--- src/rtl/core/i2cts_pkg.sv ---
// Shared types and constants of the temperature sensor read sequencer.
package i2cts_pkg;

    // Bus commands issued to the byte engine
    typedef enum logic [2:0] {
        CMD_NONE    = 3'd0,
        CMD_START   = 3'd1,
        CMD_WRITE   = 3'd2,
        CMD_RD_ACK  = 3'd3,
        CMD_RD_NACK = 3'd4,
        CMD_STOP    = 3'd5,
        CMD_RECOVER = 3'd6
    } cmd_t;

    // Configuration port geometry
    localparam int unsigned CfgIdxW  = 8;
    localparam int unsigned CfgDataW = 9;

    // Configuration register indexes
    localparam logic [CfgIdxW-1:0] CFG_FAULT_THRESHOLD = 8'd0;
    localparam logic [CfgIdxW-1:0] CFG_TIMEOUT_LIMIT   = 8'd1;
    localparam logic [CfgIdxW-1:0] CFG_DEVICE_ADDRESS  = 8'd2;
    localparam logic [CfgIdxW-1:0] CFG_REGISTER_INDEX  = 8'd3;

    // Configuration reset values
    localparam logic signed [8:0] FAULT_THRESHOLD_RST = 9'sd80;
    localparam logic [7:0]        TIMEOUT_LIMIT_RST   = 8'd2;
    localparam logic [6:0]        DEVICE_ADDRESS_RST  = 7'd76;
    localparam logic [7:0]        REGISTER_INDEX_RST  = 8'd0;

    // Saturation value of the tick counter
    localparam logic [7:0] TICKS_MAX = 8'hFF;

    typedef struct packed {
        logic signed [8:0] fault_threshold;
        logic [7:0]        timeout_limit;
        logic [6:0]        device_address;
        logic [7:0]        register_index;
    } cfg_t;

    typedef struct packed {
        logic       bus_ready;
        logic [7:0] read_byte;
        logic       tick;
    } poll_t;

    typedef struct packed {
        cmd_t              command;
        logic [7:0]        write_byte;
        logic signed [7:0] temperature;
        logic              fault;
    } result_t;

endpackage

--- src/rtl/core/i2cts_poll_if.sv ---
// Poll item channel: bus status from the byte engine.
interface i2cts_poll_if;
    logic       valid;
    logic       ready;
    logic       bus_ready;
    logic [7:0] read_byte;
    logic       tick;

    modport source (output valid, output bus_ready, output read_byte, output tick,
                    input ready);
    modport sink   (input valid, input bus_ready, input read_byte, input tick,
                    output ready);
endinterface

--- src/rtl/core/i2cts_result_if.sv ---
// Result item channel: bus command and temperature status.
interface i2cts_result_if;
    logic              valid;
    logic              ready;
    logic [2:0]        command;
    logic [7:0]        write_byte;
    logic signed [7:0] temperature;
    logic              fault;

    modport source (output valid, output command, output write_byte,
                    output temperature, output fault, input ready);
    modport sink   (input valid, input command, input write_byte,
                    input temperature, input fault, output ready);
endinterface

--- src/rtl/core/i2cts_cfg_if.sv ---
// Configuration write channel.
interface i2cts_cfg_if;
    logic                            valid;
    logic                            ready;
    logic [i2cts_pkg::CfgIdxW-1:0]   index;
    logic [i2cts_pkg::CfgDataW-1:0]  data;

    modport source (output valid, output index, output data, input ready);
    modport sink   (input valid, input index, input data, output ready);
endinterface

--- src/rtl/core/i2c_temp_sensor_read_sequencer.sv ---
// Top level of the temperature sensor read sequencer.
//
//   channel  role    dir   payload
//   req      poll    in    bus_ready, read_byte, tick
//   rsp      result  out   command, write_byte, temperature, fault
//   cfg      config  in    index, data (always ready)
//
// One poll item is taken every cycle while the result side is not stalled; its result
// is presented on rsp once it has passed the poll register and then the result
// register in the phase machine.
// Throughput is set by the combinational phase update between those registers.
// Reset (rst_n low, async) returns to the start phase with cleared counters
// and the configuration reset values. A stalled result holds its register
// while one further item waits in the poll register.
module i2c_temp_sensor_read_sequencer (
    input  logic           clk,
    input  logic           rst_n,
    i2cts_cfg_if.sink      cfg,
    i2cts_poll_if.sink     req,
    i2cts_result_if.source rsp
);

    logic                in_valid_reg,  in_valid_next;
    i2cts_pkg::poll_t    in_item_reg;
    logic                out_valid_reg, out_valid_next;
    logic                step;
    logic                in_take;
    i2cts_pkg::cfg_t     cfg_q;
    i2cts_pkg::result_t  result;

    // Pipeline handshake
    assign step           = in_valid_reg && (!out_valid_reg || rsp.ready);
    assign req.ready      = !in_valid_reg || step;
    assign in_take        = req.valid && req.ready;
    assign in_valid_next  = in_take || (in_valid_reg && !step);
    assign out_valid_next = step || (out_valid_reg && !rsp.ready);

    // Poll register
    always_ff @(posedge clk or negedge rst_n)
    begin
        if (!rst_n)
        begin
            in_valid_reg  <= 1'b0;
            out_valid_reg <= 1'b0;
        end
        else
        begin
            in_valid_reg  <= in_valid_next;
            out_valid_reg <= out_valid_next;
        end
    end

    always_ff @(posedge clk)
    begin
        if (in_take)
        begin
            in_item_reg.bus_ready <= req.bus_ready;
            in_item_reg.read_byte <= req.read_byte;
            in_item_reg.tick      <= req.tick;
        end
    end

    i2cts_cfg_regs u_cfg_regs (
        .clk   (clk),
        .rst_n (rst_n),
        .cfg   (cfg),
        .cfg_q (cfg_q)
    );

    i2cts_seq u_seq (
        .clk    (clk),
        .rst_n  (rst_n),
        .step   (step),
        .poll   (in_item_reg),
        .cfg_q  (cfg_q),
        .result (result)
    );

    // Result channel
    assign rsp.valid       = out_valid_reg;
    assign rsp.command     = result.command;
    assign rsp.write_byte  = result.write_byte;
    assign rsp.temperature = result.temperature;
    assign rsp.fault       = result.fault;

endmodule

--- src/rtl/core/i2cts_cfg_regs.sv ---
// Configuration register file of the sequencer.
module i2cts_cfg_regs (
    input  logic                 clk,
    input  logic                 rst_n,
    i2cts_cfg_if.sink            cfg,
    output i2cts_pkg::cfg_t      cfg_q
);

    i2cts_pkg::cfg_t cfg_reg;
    i2cts_pkg::cfg_t cfg_next;

    // Writes are always taken
    assign cfg.ready = 1'b1;
    assign cfg_q     = cfg_reg;

    // Register decode; unknown indexes are dropped
    always_comb
    begin
        cfg_next = cfg_reg;
        if (cfg.valid)
        begin
            unique case (cfg.index)
                i2cts_pkg::CFG_FAULT_THRESHOLD: cfg_next.fault_threshold = $signed(cfg.data);
                i2cts_pkg::CFG_TIMEOUT_LIMIT:   cfg_next.timeout_limit   = cfg.data[7:0];
                i2cts_pkg::CFG_DEVICE_ADDRESS:  cfg_next.device_address  = cfg.data[6:0];
                i2cts_pkg::CFG_REGISTER_INDEX:  cfg_next.register_index  = cfg.data[7:0];
                default:                        cfg_next = cfg_reg;
            endcase
        end
    end

    always_ff @(posedge clk or negedge rst_n)
    begin
        if (!rst_n)
        begin
            cfg_reg.fault_threshold <= i2cts_pkg::FAULT_THRESHOLD_RST;
            cfg_reg.timeout_limit   <= i2cts_pkg::TIMEOUT_LIMIT_RST;
            cfg_reg.device_address  <= i2cts_pkg::DEVICE_ADDRESS_RST;
            cfg_reg.register_index  <= i2cts_pkg::REGISTER_INDEX_RST;
        end
        else
        begin
            cfg_reg <= cfg_next;
        end
    end

endmodule

--- src/rtl/core/i2cts_seq.sv ---
// Phase machine: one poll item per step, result registered.
module i2cts_seq (
    input  logic                 clk,
    input  logic                 rst_n,
    input  logic                 step,
    input  i2cts_pkg::poll_t     poll,
    input  i2cts_pkg::cfg_t      cfg_q,
    output i2cts_pkg::result_t   result
);

    typedef enum logic [2:0] {
        PH_START     = 3'd0,
        PH_W_START   = 3'd1,
        PH_W_ADDR_W  = 3'd2,
        PH_W_REG     = 3'd3,
        PH_W_RESTART = 3'd4,
        PH_W_ADDR_R  = 3'd5,
        PH_W_HIGH    = 3'd6,
        PH_W_LOW     = 3'd7
    } phase_t;

    phase_t              phase_reg,   phase_next;
    logic [7:0]          elapsed_reg, elapsed_next;
    logic signed [7:0]   temp_reg,    temp_next;
    logic                tmo_reg,     tmo_next;
    i2cts_pkg::result_t  result_reg,  result_next;
    logic [7:0]          elapsed_inc;

    assign result = result_reg;

    // Next phase, command and status for the current poll
    always_comb
    begin
        elapsed_inc = (poll.tick && (elapsed_reg != i2cts_pkg::TICKS_MAX))
                      ? elapsed_reg + 8'd1 : elapsed_reg;
        phase_next   = phase_reg;
        elapsed_next = elapsed_inc;
        temp_next    = temp_reg;
        tmo_next     = tmo_reg;
        result_next.command    = i2cts_pkg::CMD_NONE;
        result_next.write_byte = 8'h00;

        if (phase_reg == PH_START)
        begin
            result_next.command = i2cts_pkg::CMD_START;
            phase_next          = PH_W_START;
            elapsed_next        = 8'd0;
        end
        else if (poll.bus_ready)
        begin
            // ready wins over a timeout on the same poll
            elapsed_next = 8'd0;
            unique case (phase_reg)
                PH_W_START:
                begin
                    result_next.command    = i2cts_pkg::CMD_WRITE;
                    result_next.write_byte = {cfg_q.device_address, 1'b0};
                    phase_next             = PH_W_ADDR_W;
                end
                PH_W_ADDR_W:
                begin
                    result_next.command    = i2cts_pkg::CMD_WRITE;
                    result_next.write_byte = cfg_q.register_index;
                    phase_next             = PH_W_REG;
                end
                PH_W_REG:
                begin
                    result_next.command = i2cts_pkg::CMD_START;
                    phase_next          = PH_W_RESTART;
                end
                PH_W_RESTART:
                begin
                    result_next.command    = i2cts_pkg::CMD_WRITE;
                    result_next.write_byte = {cfg_q.device_address, 1'b1};
                    phase_next             = PH_W_ADDR_R;
                end
                PH_W_ADDR_R:
                begin
                    result_next.command = i2cts_pkg::CMD_RD_ACK;
                    phase_next          = PH_W_HIGH;
                end
                PH_W_HIGH:
                begin
                    result_next.command = i2cts_pkg::CMD_RD_NACK;
                    temp_next           = $signed(poll.read_byte);
                    phase_next          = PH_W_LOW;
                end
                default:
                begin
                    // low byte is dropped; stop ends the read and clears timeout
                    result_next.command = i2cts_pkg::CMD_STOP;
                    tmo_next            = 1'b0;
                    phase_next          = PH_START;
                end
            endcase
        end
        else if (elapsed_inc >= cfg_q.timeout_limit)
        begin
            result_next.command = i2cts_pkg::CMD_RECOVER;
            tmo_next            = 1'b1;
            phase_next          = PH_START;
        end

        result_next.temperature = temp_next;
        result_next.fault = tmo_next ||
                            ($signed({temp_next[7], temp_next}) >= cfg_q.fault_threshold);
    end

    // State and result register
    always_ff @(posedge clk or negedge rst_n)
    begin
        if (!rst_n)
        begin
            phase_reg   <= PH_START;
            elapsed_reg <= 8'd0;
            temp_reg    <= 8'sd0;
            tmo_reg     <= 1'b0;
            result_reg  <= '0;
        end
        else if (step)
        begin
            phase_reg   <= phase_next;
            elapsed_reg <= elapsed_next;
            temp_reg    <= temp_next;
            tmo_reg     <= tmo_next;
            result_reg  <= result_next;
        end
    end

endmodule

--- src/flat_wrapper.sv ---
// flat-port wrapper written by rule: the top's interface ports become plain ports
module i2c_temp_sensor_read_sequencer_flat 
  (clk, rst_n, cfg_valid, cfg_index, cfg_data, cfg_ready, req_valid, req_bus_ready, req_read_byte, req_tick, req_ready, rsp_valid, rsp_command, rsp_write_byte, rsp_temperature, rsp_fault, rsp_ready);
  i2cts_cfg_if cfg_i ();
  i2cts_poll_if req_i ();
  i2cts_result_if rsp_i ();
  input  logic clk;
  input  logic rst_n;
  input wire logic [$bits(cfg_i.valid)-1:0] cfg_valid;
  input wire logic [$bits(cfg_i.index)-1:0] cfg_index;
  input wire logic [$bits(cfg_i.data)-1:0] cfg_data;
  output wire logic [$bits(cfg_i.ready)-1:0] cfg_ready;
  input wire logic [$bits(req_i.valid)-1:0] req_valid;
  input wire logic [$bits(req_i.bus_ready)-1:0] req_bus_ready;
  input wire logic [$bits(req_i.read_byte)-1:0] req_read_byte;
  input wire logic [$bits(req_i.tick)-1:0] req_tick;
  output wire logic [$bits(req_i.ready)-1:0] req_ready;
  output wire logic [$bits(rsp_i.valid)-1:0] rsp_valid;
  output wire logic [$bits(rsp_i.command)-1:0] rsp_command;
  output wire logic [$bits(rsp_i.write_byte)-1:0] rsp_write_byte;
  output wire logic [$bits(rsp_i.temperature)-1:0] rsp_temperature;
  output wire logic [$bits(rsp_i.fault)-1:0] rsp_fault;
  input wire logic [$bits(rsp_i.ready)-1:0] rsp_ready;
  assign cfg_i.valid = cfg_valid;
  assign cfg_i.index = cfg_index;
  assign cfg_i.data = cfg_data;
  assign cfg_ready = cfg_i.ready;
  assign req_i.valid = req_valid;
  assign req_i.bus_ready = req_bus_ready;
  assign req_i.read_byte = req_read_byte;
  assign req_i.tick = req_tick;
  assign req_ready = req_i.ready;
  assign rsp_valid = rsp_i.valid;
  assign rsp_command = rsp_i.command;
  assign rsp_write_byte = rsp_i.write_byte;
  assign rsp_temperature = rsp_i.temperature;
  assign rsp_fault = rsp_i.fault;
  assign rsp_i.ready = rsp_ready;
  i2c_temp_sensor_read_sequencer u_core (.clk(clk), .rst_n(rst_n), .cfg(cfg_i), .req(req_i), .rsp(rsp_i));
endmodule
--- config.mk ---
export PLATFORM = sky130hd
export DESIGN_NAME = i2c_temp_sensor_read_sequencer_flat
export DESIGN_NICKNAME = d
export VERILOG_FILES = /design/src/rtl/core/i2cts_pkg.sv /design/src/rtl/core/i2cts_poll_if.sv /design/src/rtl/core/i2cts_result_if.sv /design/src/rtl/core/i2cts_cfg_if.sv /design/src/rtl/core/i2c_temp_sensor_read_sequencer.sv /design/src/rtl/core/i2cts_cfg_regs.sv /design/src/rtl/core/i2cts_seq.sv /design/src/flat_wrapper.sv
export SDC_FILE = /design/constraint.sdc
export NUM_CORES = 1
export LEC_CHECK = 0
export BUFFER_PORTS_ARGS = -buffer_cell sky130_fd_sc_hd__buf_2
export CORE_MARGIN = 8
export CORE_UTILIZATION = 50
export CTS_CLUSTER_SIZE = 8
export DETAILED_ROUTE_END_ITERATION = 10
export PLACE_DENSITY = 0.74
export SKIP_CTS_REPAIR_TIMING = 1
export SLEW_MARGIN = 20
export SYNTH_ARGS = -nofsm -noshare
export SYNTH_HDL_FRONTEND = slang
export SYNTH_SLANG_ARGS = --single-unit
--- constraint.sdc ---
create_clock -name clk -period 3.1 [get_ports clk]
set_clock_uncertainty 0.15 [all_clocks]
set_input_delay 0 -clock clk [delete_from_list [all_inputs] [get_ports clk]]
set_output_delay 0 -clock clk [all_outputs]
set_load 0.02 [all_outputs]
After elaboration in Yosys (flattened, before gate mapping). Index checks and enable logic that the tools add are counted.

Add/sub/neg operators: 1. $lt $le $gt $ge: 2. Equality and inequality tests: 10. Multiplexer cells: 21. Reduce and logical (&&, ||, !) cells: 24.

Operators by type and width (number): 2-to-1 mux 8 bit (8); case mux 8 bit (3 select lines) (1); 2-to-1 mux 3 bit (6); case mux 3 bit (6 select lines) (1); == test 8 x 2 -> 1 bit (second input constant) (2); case mux 3 bit (4 select lines) (1); AND reduction 2 bit (5); == test 3 bit (second input constant) (3); >= comparator 8 x 9 -> 1 bit (1); adder 8 x 1 -> 8 bit (second input constant) (1); == test 8 x 1 -> 1 bit (second input constant) (1); >= comparator 8 bit (1); zero test 8 bit (1); != test 8 bit (second input constant) (1); == test 3 x 2 -> 1 bit (second input constant) (2); OR reduction 6 bit (1); logical AND 1 bit (5); logical OR 1 bit (5); zero test 1 bit (4); 2-to-1 mux 1 bit (4); == test 3 x 1 -> 1 bit (second input constant) (1); zero test 3 bit (1); nonzero test 3 bit (1); OR reduction 3 bit (1).

Bits in registers: 76. Input port bits: 32.

Depth between registers and ports, before layout.
Depth after elaboration: 8. Mapped depth: 12. Depth with buffers taken out: 11.

Modules after synthesis. A second synthesis with hierarchy kept.

Cells, all modules: 332. Area, all modules: 3847.4 sq um.

Modules (own cells, without submodules): i2cts_seq (instances 1, cells an instance 240, area each 2169.6 sq um, sequential area each 800.8 sq um); i2cts_cfg_regs (instances 1, cells an instance 74, area each 1273.7 sq um, sequential area each 808.3 sq um); i2c_temp_sensor_read_sequencer (instances 1, cells an instance 18, area each 404.1 sq um, sequential area each 350.3 sq um).

Least setup slack after synthesis. OpenSTA, ideal clock, no wires.

Path type: register to register. From: register u_core.u_seq.elapsed_reg[0]. To: register u_core.u_seq.result_reg, in the netlist u_core.u_seq.result[18]. Library setup time: 0.133 ns. Arrival time: 2.679 ns. Required time: 2.817 ns. Setup slack: 0.138 ns. Stages on the path, launching flop included: 11. Buffers on the path: 1. Cell sequence: dfrtp_1 -> ha_1 -> nand3_1 -> o21a_1 -> clkbuf_1 -> mux2_2 -> ha_1 -> a2111oi_0 -> o21ai_0 -> o21ai_0 -> o31ai_1.

Word-level cells in the longest chain between the ends: 7. Elaborated cells on any way between the ends: 8.

RTL lines: start, declared (RTL line i2cts_seq.sv:23) `logic [7:0] elapsed_reg, elapsed_next;`; start signal, assigned (RTL line i2cts_seq.sv:123) `elapsed_reg <= elapsed_next;`; branches (longest 2 deep; another with adder 8 x 1 -> 8 bit); 2-to-1 mux 8 bit * (RTL line i2cts_seq.sv:35) `? elapsed_reg + 8'd1 : elapsed_reg;`; >= comparator 8 bit * (RTL line i2cts_seq.sv:97) `else if (elapsed_inc >= cfg_q.timeout_limit)`; 2-to-1 mux 3 bit * (RTL line i2cts_seq.sv:97); 2-to-1 mux 3 bit * (RTL line i2cts_seq.sv:49) `else if (poll.bus_ready)`; 2-to-1 mux 3 bit * (RTL line i2cts_seq.sv:43) `if (phase_reg == PH_START)`; end signal, assigned (RTL line i2cts_seq.sv:126) `result_reg <= result_next;`; end, declared (RTL line i2cts_seq.sv:26) `i2cts_pkg::result_t result_reg, result_next;`.

Every way passes the cells marked *. A chain may end at the register's enable or synchronous reset.

Worst setup path in the final report.
From: register u_core.u_seq.elapsed_reg[1]. To: register u_core.u_seq.result_reg, in the netlist u_core.u_seq.result[0].

Word-level cells in the longest chain between the ends: 8. Elaborated cells on any way between the ends: 9.

RTL lines: branches (longest 2 deep; another with adder 8 x 1 -> 8 bit); 2-to-1 mux 8 bit * (RTL line i2cts_seq.sv:35); >= comparator 8 bit * (RTL line i2cts_seq.sv:97); 2-to-1 mux 1 bit * (RTL line i2cts_seq.sv:97); 2-to-1 mux 1 bit * (RTL line i2cts_seq.sv:49); 2-to-1 mux 1 bit * (RTL line i2cts_seq.sv:43); logical OR 1 bit * (RTL line i2cts_seq.sv:105) `result_next.fault = tmo_next ||`.

Marked as above.

==> flow_metrics.py <==
metrics = {
    "timing": {
        "rsz0062_at_grt": "false",
        "max_slew_margin": 0.482,
        "fin_setup_tns_ps": 0,
        "min_period_ps": 2840,
        "period_share": 0.917,
        "hold_viol": 1,
        "worst_slew_pin_slew_ps": 775,
        "fmax_mhz": 352,
        "setup_viol": 0,
        "whs_ps": -1.21,
        "maxSlewViolCount": 0,
    },
    "drt": {
        "firstDrtPassIters": 4,
        "routedWlPerCell_um": 16.1,
        "postRouteAntennaNets": 0,
        "drt-vias-per-instance": 5.31,
        "routed_wl_mm": 8.71,
        "drt_iter0_drc": 113,
        "drcViolationCount": 0,
        "vias": 2866,
    },
    "clocking": {
        "clock-sinks": 76,
        "htree_levels": 3,
        "cts_made_buffers": 9,
        "clock_latency_ps": 350,
        "cts_tree": "built",
        "clockBufferDepth": 2,
        "cts_root_buffer": "clkbuf_8",
        "clkSlewWorstSetupHoldPaths_ps": 80,
    },
    "setup_path": {
        "cp.arrival_ps": 2980,
        "cp-startpoint": "u_core.u_seq.elapsed_reg[1]",
        "worst_setup_path_end_kind": "flop",
        "r2r_start": "u_core.u_seq.elapsed_reg[1]",
        "r2r_cells": 11,
        "crit_type": "reg2reg",
        "cp-start-kind": "flop",
        "cp_data_required_time_ps": 3240,
        "critPathMaxFanout": 5,
    },
    "synth": {
        "seq_area_frac_synth": 0.513,
        "ys_ff_latch": 76,
        "synth_fp_nets": 396,
        "synth_warnings": 0,
        "synth_cells": 346,
        "synth_cell_types": 47,
        "synthArstFlopShare": 0.868,
        "synth_ff_type": "dfrtp_1",
        "synth_area_per_cell_um2": 11.0,
        "synth_edf_count": 10,
        "synth_area_um2": 3820,
    },
    "power_and_ir_drop": {
        "power.total_mw": 2.85,
        "power_leakage_nw": 2.19,
        "vdd_ir_drop_max_v": 0.000310,
        "p_per_area_nw_per_um2": 605,
    },
    "die": {
        "initial_core_util": 0.505,
        "rows": 32,
        "die-area_um2": 10700,
        "io-pin-count": 55,
        "core_um2": 7570,
        "die_height_um": 103,
        "die_w_um": 103,
    },
    "place": {
        "gp_congestion": 0.877,
        "dpl.hpwl_mm": 6.26,
        "portBuffers": 53,
    },
    "global_routing": {
        "grt_max_degree": 47,
        "met3_usage": 0.0375,
        "use_met1": 0.211,
        "grt-ovfl-total": 0,
        "grtUsageMet2": 0.269,
        "grt_pass1_vias": 2716,
        "top_usage_layer": "met2",
        "grt_pass1_wl_mm": 13.4,
        "antenna_found_initial": 0,
        "grt_usage": 0.166,
    },
    "layout": {
        "antenna_cells": 0,
        "fillers": 598,
        "area_growth_syn_to_layout_pct": 23.2,
        "drive_above_1_share": 0.288,
        "final_nets": 483,
        "largest_reg_flops": 32,
        "final_util": 0.623,
    },
    "hold_path": {
        "whs_path_depth": 5,
        "hp-class": "in2reg",
        "hold_start": "cfg_index[3]",
    },
    "status": {
        "status": "finished with violations",
        "violations": "hold timing",
    },
    "run": {
        "drv_cap": 0,
    },
}
synthesized netlist by cell type, drive strengths merged, types with 2 or more instances:
master	n	area, µm²
a2111oi	2	17.5
a21o	2	15.0
a21oi	18	90.1
a22o	2	17.5
a22oi	7	52.6
a31oi	4	25.0
and2	5	31.3
buf	2	15.0
clkbuf	13	48.8
dfrtp	60	1500
dfstp	6	158
edfxtp	10	300
ha	18	225
inv	21	78.8
mux2	40	450
nand2	31	116
nand2b	7	43.8
nand3	4	20.0
nand3b	3	22.5
nand4	6	37.5
nor2	10	37.5
nor2b	3	18.8
nor3	3	15.0
o211ai	2	15.0
o21a	6	45.0
o21ai	31	155
o31ai	7	52.6
xnor2	6	52.6
power by group:
group          total (mW)  internal [mW]  leakage (nW)  switching, mW
Combinational       0.871          0.367          1.16          0.504
Clock               0.741          0.372        0.0927          0.369
Sequential           1.24           1.14         0.931         0.0903
worst paths after layout:
kind | endpoint | slack [ps]
setup / recovery | u_core.u_seq.result[0] | 260
hold / removal | u_core.u_cfg_regs.cfg_q[28] | -1
setup reg to reg | u_core.u_seq.result[0] | 260
hold reg to reg | u_core.u_seq.result[14] | 330
max in group asynchronous | u_core.u_cfg_regs.cfg_q[16] | 2090
min in group asynchronous | u_core.u_seq.elapsed_reg[1] | 40
routing by layer:
layer  routed length, µm  share of wire  vias to the layer above
li1                    -              -                     1419
met1                3960           0.45                     1378
met2                4260           0.49                       62
met3                 380          0.044                        7
met4                 107          0.012                        0
met5                   0              0                        -
stage by stage:
step / cells / cell area [µm²] / setup slack (ps)
after floorplan: 346 / 3820 / 138
after detailed placement: 495 / 4220 / 112
after global routing: 540 / 4710 / 10.8
after global placement: 495 / 4220 / 207
final: 540 / 4710 / 259
after CTS: 511 / 4410 / 99.7
layout by cell type (no fill, tap or decap), types with 9 or more instances in the layout:
cell type / n
buf_2: 52
dfrtp_1: 60
buf_4: 10
nor2_1: 10
o21ai_0: 28
dlygate4sd3_1: 29
mux2_2: 39
a21oi_1: 18
ha_1: 18
inv_1: 21
edfxtp_1: 10
clkbuf_8: 9
nand2_1: 31
layout make-up:
| cell class | instances | area [µm²] | share of cell area |
|---|---|---|---|
| clock inverter | 6 | 63.8 | 0.0135 |
| timing repair buffer | 91 | 626 | 0.133 |
| inverter | 21 | 78.8 | 0.0167 |
| sequential | 76 | 1960 | 0.416 |
| clock buffer | 10 | 128 | 0.0271 |
| multi-input combinational | 234 | 1730 | 0.367 |
| tap | 102 | 128 | 0.0271 |
cell families (layout without fill, tap and decap cells):
| family | count (synthesis) | count (layout) | share of synthesized area |
|---|---|---|---|
| adders and majority gates | 18 | 18 | 0.0589 |
| AOI/OAI and AO/OA | 89 | 89 | 0.145 |
| and+or+nand+nor | 79 | 79 | 0.111 |
| xor gates and xnor gates | 6 | 6 | 0.0137 |
| other | 1 | 1 | 0.000981 |
| DFF | 76 | 76 | 0.513 |
| buffers and inverters | 36 | 128 | 0.0373 |
| muxes | 41 | 41 | 0.120 |
worst max-delay path: stages (launching register included):
cell       delay (ps)
dfrtp_1           410
ha_1              210
buf_4             160
a21boi_0          160
nand4bb_1         200
xnor2_1           210
ha_1              310
nand2_1            80
a211o_1           290
o21a_1            200
o21ai_0           230
o22a_1            170
Note: power is estimated with default switching activity, not from simulation.
